`config.mk`:
```
export PLATFORM = sky130hd
export DESIGN_NAME = lcg_keystream_byte_cipher_unit
export DESIGN_NICKNAME = d
export VERILOG_FILES = /design/src/rtl/core/lksc_pkg.sv /design/src/rtl/core/lksc_lcg_step.sv /design/src/rtl/core/lksc_scale.sv /design/src/rtl/core/lcg_keystream_byte_cipher_unit.sv
export SDC_FILE = /design/constraint.sdc
export NUM_CORES = 1
export LEC_CHECK = 0
export BUFFER_PORTS_ARGS = -buffer_cell sky130_fd_sc_hd__buf_4
export CAP_MARGIN = 15
export CELL_PAD_IN_SITES_DETAIL_PLACEMENT = 2
export CELL_PAD_IN_SITES_GLOBAL_PLACEMENT = 2
export CORE_MARGIN = 2
export CORE_UTILIZATION = 43
export DETAILED_ROUTE_END_ITERATION = 10
export HOLD_SLACK_MARGIN = 0.03
export PLACE_DENSITY = 0.81
export SLEW_MARGIN = 20
export SYNTH_ARGS = -nofsm -noshare
export SYNTH_HDL_FRONTEND = slang
export SYNTH_SLANG_ARGS = --single-unit
```
`constraint.sdc`:
```
create_clock -name clk -period 12.6 [get_ports clk]
set_input_delay 0 -clock clk [delete_from_list [all_inputs] [get_ports clk]]
set_output_delay 0 -clock clk [all_outputs]
set_load 0.01 [all_outputs]
```
`src/rtl/core/lksc_pkg.sv`:
```
// lksc_pkg: constants shared by the keystream byte cipher unit.
// Generator multiplier and increment, field masks and range mask.
// No dependencies.
`default_nettype none

package lksc_pkg;

	localparam logic [31:0] LcgMul     = 32'h41c6_4e6d;
	localparam logic [31:0] LcgAdd     = 32'h0000_3039;
	localparam logic [31:0] FieldAMask = 32'hffe0_0000;
	localparam logic [31:0] FieldBMask = 32'hfffc_0000;
	localparam logic [30:0] RMask      = 31'h7fff_ffff;

endpackage : lksc_pkg

`default_nettype wire

```
`src/rtl/core/lksc_lcg_step.sv`:
```
// lksc_lcg_step: one generator step, state * multiplier + increment mod 2^32.
// Shared unit used three times per byte by the top level sequencer.
// Depends on lksc_pkg.
`default_nettype none

module lksc_lcg_step (
	input  wire  logic [31:0] cur_state,
	output logic       [31:0] next_state
);

	logic [31:0] product;

	assign product    = cur_state * lksc_pkg::LcgMul;
	assign next_state = product + lksc_pkg::LcgAdd;

endmodule : lksc_lcg_step

`default_nettype wire

```
`src/rtl/core/lksc_scale.sv`:
```
// lksc_scale: maps the 31-bit draw r to the low byte of floor(r*255/(2^31-1)) + 1.
// Divides by 2^31-1 with one fold: m = hi*2^31 + lo, q = hi + (hi+lo >= 2^31-1).
// Depends on lksc_pkg.
`default_nettype none

module lksc_scale (
	input  wire  logic [30:0] draw,
	output logic       [7:0]  key_stream
);

	logic [38:0] scaled;
	logic [7:0]  hi;
	logic [31:0] folded;
	logic        carry;

	assign scaled     = {draw, 8'h00} - {8'h00, draw};
	assign hi         = scaled[38:31];
	assign folded     = {1'b0, scaled[30:0]} + {24'h000000, hi};
	assign carry      = (folded >= {1'b0, lksc_pkg::RMask});
	assign key_stream = hi + {7'h00, carry} + 8'h01;

endmodule : lksc_scale

`default_nettype wire

```
`src/rtl/core/lcg_keystream_byte_cipher_unit.sv`:
```
// lcg_keystream_byte_cipher_unit: byte scrambler keyed by a one-byte seed.
// Sequencer around lksc_lcg_step (shared mul-add) and lksc_scale (output map).
// Depends on lksc_pkg, lksc_lcg_step, lksc_scale.
//
// channel   handshake            payload
// in        in_valid / in_stall  data_byte[7:0], first_of_message
// out       out_valid / out_stall out_byte[7:0]
// cfg       cfg_valid / cfg_ready cfg_data[7:0] (key_byte)
//
// A byte passes through the accept cycle, three generator steps through the single
// shared 32x32 multiplier, then the scale and xor into the output register in S_FINISH.
// The result beat becomes valid when S_FINISH writes the output register. No new byte is
// taken until the last has left S_FINISH; the output register holds one finished beat, so
// out_stall blocks intake only once a second result is ready.
// Reset clears the generator, the key and all control state.
`default_nettype none

module lcg_keystream_byte_cipher_unit (
	input  wire  logic       clk,
	input  wire  logic       arst_n,
	input  wire  logic       in_valid,
	output logic             in_stall,
	input  wire  logic [7:0] data_byte,
	input  wire  logic       first_of_message,
	output logic             out_valid,
	input  wire  logic       out_stall,
	output logic       [7:0] out_byte,
	input  wire  logic       cfg_valid,
	output logic             cfg_ready,
	input  wire  logic [7:0] cfg_data
);

	typedef enum logic [1:0] {
		S_IDLE,
		S_STEP,
		S_FINISH
	} state_t;

	typedef enum logic [1:0] {
		STEP_A,
		STEP_B,
		STEP_C
	} step_t;

	state_t      state_q;
	step_t       step_q;
	logic [7:0]  key_q;
	logic [31:0] gen_q;
	logic [31:0] cur_q;
	logic [31:0] acc_q;
	logic [7:0]  data_q;
	logic        out_valid_q;
	logic [7:0]  out_byte_q;

	logic [31:0] next_state;
	logic [7:0]  key_stream;
	logic        out_free;

	lksc_lcg_step u_step (
		.cur_state  (cur_q),
		.next_state (next_state)
	);

	lksc_scale u_scale (
		.draw       (acc_q[30:0]),
		.key_stream (key_stream)
	);

	assign in_stall  = (state_q != S_IDLE);
	assign cfg_ready = 1'b1;
	assign out_valid = out_valid_q;
	assign out_byte  = out_byte_q;
	assign out_free  = !out_valid_q || !out_stall;

	always_ff @(posedge clk or negedge arst_n) begin
		if (!arst_n) begin
			state_q     <= S_IDLE;
			step_q      <= STEP_A;
			key_q       <= 8'h00;
			gen_q       <= 32'h0000_0000;
			out_valid_q <= 1'b0;
		end else begin
			if (cfg_valid) begin
				key_q <= cfg_data;
			end
			if (out_valid_q && !out_stall && state_q != S_FINISH) begin
				out_valid_q <= 1'b0;
			end
			case (state_q)
				S_IDLE: begin
					if (in_valid) begin
						cur_q   <= first_of_message ? {24'h000000, key_q} : gen_q;
						data_q  <= data_byte;
						step_q  <= STEP_A;
						state_q <= S_STEP;
					end
				end
				S_STEP: begin
					cur_q <= next_state;
					case (step_q)
						STEP_A: begin
							acc_q  <= next_state & lksc_pkg::FieldAMask;
							step_q <= STEP_B;
						end
						STEP_B: begin
							acc_q  <= acc_q + ((next_state & lksc_pkg::FieldBMask) >> 11);
							step_q <= STEP_C;
						end
						STEP_C: begin
							acc_q   <= (acc_q + (next_state >> 25)) & {1'b0, lksc_pkg::RMask};
							gen_q   <= next_state;
							state_q <= S_FINISH;
						end
						default: begin
							step_q <= STEP_A;
						end
					endcase
				end
				S_FINISH: begin
					if (out_free) begin
						out_byte_q  <= data_q ^ key_stream;
						out_valid_q <= 1'b1;
						state_q     <= S_IDLE;
					end
				end
				default: begin
					state_q <= S_IDLE;
				end
			endcase
		end
	end

endmodule : lcg_keystream_byte_cipher_unit

`default_nettype wire
```
[After elaboration in Yosys (flattened, before gate mapping)]
Cells that the tools add are included.
W data, S select, Z words.
Storage, ports and cells
  flip-flop bits (word level): 125
  output and inout port bits: 11
  logic and storage cells: 59
Cells by class
  add/sub/neg operators: 7
  reductions and logical operators: 17
  mux-type cells: 14
  multipliers: 1
  order comparisons: 1
  bitwise operators: 1
  eq/ne operators: 9
Operators with widths (count)
  $pmux W32 S3: 1
  $mux W32: 2
  $pmux W32 S2: 1
  $sub A39 B31 Y39: 1
  $add A31 B8 Y32: 1
  $add A32 B14 Y32 const B: 1
  $add A32 B21 Y32: 1
  $ge A32 B31 Y1 const B: 1
  $mul A32 B31 Y32 const B: 1
  $add A31 B7 Y31: 1
  $reduce_and A3 Y1: 6
  $pmux W2 S3: 2
  $ne A2 B2 Y1 const B: 5
  $add A8 B1 Y8: 1
  $add A8 B1 Y8 const B: 1
  $mux W2: 4
  $xor A8 B8 Y8: 1
  $eq A2 B1 Y1 const B: 2
  $eq A2 B2 Y1 const B: 2
  $logic_not A2 Y1: 2
  $pmux W2 S2: 1
  $reduce_bool A2 Y1: 2
  $mux W1: 3
  $reduce_bool A3 Y1: 1
  other kinds (4): 6

[Depth between registers and ports, before layout]
  depth after elaboration: 6
  gate-level depth with buffers: 40
  depth with buffers taken out: 39

[Modules after synthesis]
A second synthesis with hierarchy kept.
Second synthesis, totals
  cells, all modules: 2105
  area total of the unflattened synthesis: 19339.8 um2
By module, submodules not included
  lksc_lcg_step: area each 9200.1 um2, cells an instance 1002, instances 1, sequential area each 0.0 um2
  lcg_keystream_byte_cipher_unit: area each 7054.3 um2, cells an instance 648, instances 1, sequential area each 3498.4 um2
  lksc_scale: area each 3085.5 um2, cells an instance 455, instances 1, sequential area each 0.0 um2

[Least setup slack after synthesis]
No wires, ideal clock.
  path type: register -> register
  start point: reg cur_q[7]
  end point: reg acc_q[28] (data pin)
  cell stages (with the launch flop): 36
  arrival time: 8652 ps
  period minus slack after synthesis: 8926 ps
  slack: 3674 ps
  cells stage by stage: edfxtp_1 -> ha_1 -> inv_1 -> fa_1 -> fa_1 -> fa_1 -> inv_1 -> fa_1 -> fa_1 -> fa_1 -> inv_1 -> fa_1 -> inv_1 -> ha_1 -> a21o_1 -> a21o_1 -> a21o_1 -> o21a_1 -> or4_1 -> o211a_1 -> a41oi_1 -> nor2b_1 -> o21bai_1 -> xnor2_1 -> inv_1 -> ha_1 -> inv_1 -> o21bai_1 -> a21o_1 -> a21oi_1 -> or3_1 -> nor2_1 -> nand3_1 -> a22o_1 -> a21oi_1 -> mux2i_1
On the way
  cells in the longest elaborated chain, start to end: 4
RTL lines
  from (decl): RTL line lcg_keystream_byte_cipher_unit.sv:49  | logic [31:0] cur_q;
  from (signal assigned): RTL line lcg_keystream_byte_cipher_unit.sv:92  | cur_q <= first_of_message ? {24'h000000, key_q} : gen_q;
  from (signal assigned): RTL line lcg_keystream_byte_cipher_unit.sv:99  | cur_q <= next_state;
  $mul A32 B31 Y32 *: RTL line lksc_lcg_step.sv:13  | assign product = cur_state * lksc_pkg::LcgMul;
  $add A32 B14 Y32 *: RTL line lksc_lcg_step.sv:14  | assign next_state = product + lksc_pkg::LcgAdd;
  named net next_state[29]: RTL line lcg_keystream_byte_cipher_unit.sv:55  | logic [31:0] next_state;
  $add A32 B21 Y32 / $add A31 B7 Y31 (equally long branches): RTL line lcg_keystream_byte_cipher_unit.sv:106, lcg_keystream_byte_cipher_unit.sv:110
  $pmux W32 S3 *: RTL line lcg_keystream_byte_cipher_unit.sv:100  | case (step_q)
  to (signal assigned): RTL line lcg_keystream_byte_cipher_unit.sv:102  | acc_q <= next_state & lksc_pkg::FieldAMask;
  to (signal assigned): RTL line lcg_keystream_byte_cipher_unit.sv:106  | acc_q <= acc_q + ((next_state & lksc_pkg::FieldBMask) >> 11);
  to (signal assigned): RTL line lcg_keystream_byte_cipher_unit.sv:110  | acc_q <= (acc_q + (next_state >> 25)) & {1'b0, lksc_pkg::RMask};
  to (decl): RTL line lcg_keystream_byte_cipher_unit.sv:50  | logic [31:0] acc_q;
The timed path passes the listed nets; every way through them passes the cells marked *.
A chain may end at the register's enable or synchronous reset.

[Worst setup path in the final report]
  start point: reg cur_q[6]
  end point: reg acc_q[30] (data pin)
Same word-level chain as after synthesis.

==> run metrics <==
Syn. warnings 0; I/O Pins 33; CTS Sinks 124; reg2reg setup slack ~1.6 ns; #FFs+latches synth 124; clk_skew 0.0194 ns; cts repair resizes 0; Worst EP arrival 11.32 ns; Finished Cell Area 19800 µm²; most common cell in the netlist inv_1; commonest register cell after synthesis edfxtp_1; Die X around 210 µm; Die Ht 210 µm; starting density of the core 43.4%; CTS Buf Count 17; crit path max fanout 7; worst slew pin tran 0.839 ns; Total Wirelength 65800 µm; root buf cell clkbuf_16; DR vias/cell between 5 and 6; Max clock buf depth 2; CP Launch Type flip-flop; first-pass GRT wire length 102000 µm; DP HPWL around 54000 µm; routability cong. 0.911; Synth Cell Area 18200 µm²; Placeable Area 41900 µm²; status completed; Post-CTS Hold Buffers 27; Seq/Total Area, Yosys roughly 19%; GR Overflow Total 0; top post-synthesis cells by area fa_1 (21%), ha_1 (18%), edfxtp_1 (13%); total track usage a little under a third; dpl ws 1.90 ns; area leader, netlist fa_1; share of layout cells above drive strength 1 5.67%; CTS clk-pin slew, worst paths 0.07 ns; post-route minimum period between 10 and 15 ns; Crit-path slowest cell a41oi_1; # setup viols final 0; via count 14400; Cells after Synth ~2000; Ant. Diodes 0; Worst EP required ~13 ns; type of the worst min-delay path input pin to async pin; routed length per instance 25.8 µm; RSZ-0062 raised after global routing false; Setup Buffers After CTS 0; Post-synth EDFFs 79; Crit. End Element flip-flop; drt pass-1 iters 5; synth cell count leaders inv_1 (486), ha_1 (264), fa_1 (195); DR iter-0 viols around 730; initial antenna violation count 2; f_max 90.6 MHz; largest net degree at the start of global routing 60; htree depth 4; antenna-violating nets left 0; Max-slew headroom 43.6%; Final WS setup around 1.6 ns; vias in the first global route 16600; # port buffers 31; Synth Net Count ~2400; area grow syn2layout 9.03%; row cnt 75; Synth top area share a little over a fifth; Fin. Hold Viols 0; WS Path Type flip-flop to flip-flop; Largest stage delay, worst path 0.58 ns; Post-Route Setup TNS 0 ns; die area 43900 µm²; CTS tree yes; DR DRC count 0; Max-Cap Viols 0; fin nets roughly 2500; fin. max-slew vios 0; Distinct cells, synth 79; Placed Area 19000 µm²; syn_area_per_cell 9.31 µm²; fraction of registers with async set/reset a little over a third; Final period util between 80% and 90%; Clk Latency, worst-skew pair between 0.4 and 0.5 ns
-- critical path, delay by kind of cell (launching register included) --
family / cells / cell delay (ns)
buffers and inverters: 7 / 0.76
AOI/OAI and AO/OA: 12 / 2.43
DFF: 1 / 0.56
adders and majority gates: 10 / 5.06
and+or+nand+nor: 7 / 2.01
-- layout make-up --
type	count	area, µm²
Clock buffer	20	479
Clock inverter	12	95.1
Fill cell	4513	22000
Inverter	486	1820
Multi-Input combinational cell	1300	12700
Sequential cell	124	3500
Tap cell	539	674
Timing Repair Buffer	67	571
-- routing by layer --
| metal | GRT usage [%] | vias to the layer above | wire (µm) |
|---|---|---|---|
| met1 | 38.1 | 7466 | 27200 |
| met5 | 0 | - | 12 |
| met4 | 13.1 | 2 | 2900 |
| met2 | 54.3 | 334 | 33100 |
| met3 | 4.89 | 123 | 2600 |
| li1 | - | 6441 | - |
-- placed cells by master, fill, tap and decap left out, types with 45 or more instances in the layout --
cell type | netlist | layout
dfrtp_1 | 45 | 45
edfxtp_1 | 79 | 79
ha_1 | 264 | 264
nor2_1 | 68 | 66
fa_1 | 195 | 195
nand2_1 | 87 | 86
a21oi_1 | 72 | 72
xnor2_1 | 104 | 104
inv_1 | 486 | 486
o21ai_0 | 101 | 101
-- logic make-up after synthesis --
| group | Yosys count | share of synthesized area (%) |
|---|---|---|
| DFF | 124 | 19.2 |
| AOI/OAI and AO/OA | 326 | 11.5 |
| buffers and inverters | 530 | 11.1 |
| adders and majority gates | 460 | 39.7 |
| and+or+nand+nor | 346 | 10.2 |
| muxes | 27 | 1.58 |
| other | 1 | 0.0206 |
| xor gates and xnor gates | 140 | 6.74 |
-- metrics by stage --
stage                     std cells  hold WS, ns  utilization (%)
after global placement         2489       0.0818             45.3
after detailed placement       2489       0.0834             45.3
after CTS                      2548        0.133             47.3
after floorplan                1954       -0.296                -
after global routing           2548        0.173             47.4
final                          2548        0.121             47.4
-- path summary, 6_finish.rpt --
check,from,to,depth (start not counted)
worst max-delay path,cur_q[6],acc_q[30],36
worst min-delay path,arst_n,key_q[3],2
worst max register to register,cur_q[6],acc_q[30],36
worst min register to register,gen_q[26],gen_q[26],2
max in group asynchronous,arst_n,gen_q[30],2
min in group clk,first_of_message,cur_q[10],3
-- flip-flops by register name, indices dropped and copies added (netlist names) --
signal     count
out_valid      1
gen_q         32
acc_q         31
cur_q         32
out_byte       8
state_q        2
data_q         8
key_q          8
step_q         2
Power is not shown: default switching activity piles up to over one toggle a cycle in this logic, so the estimate is an artifact.
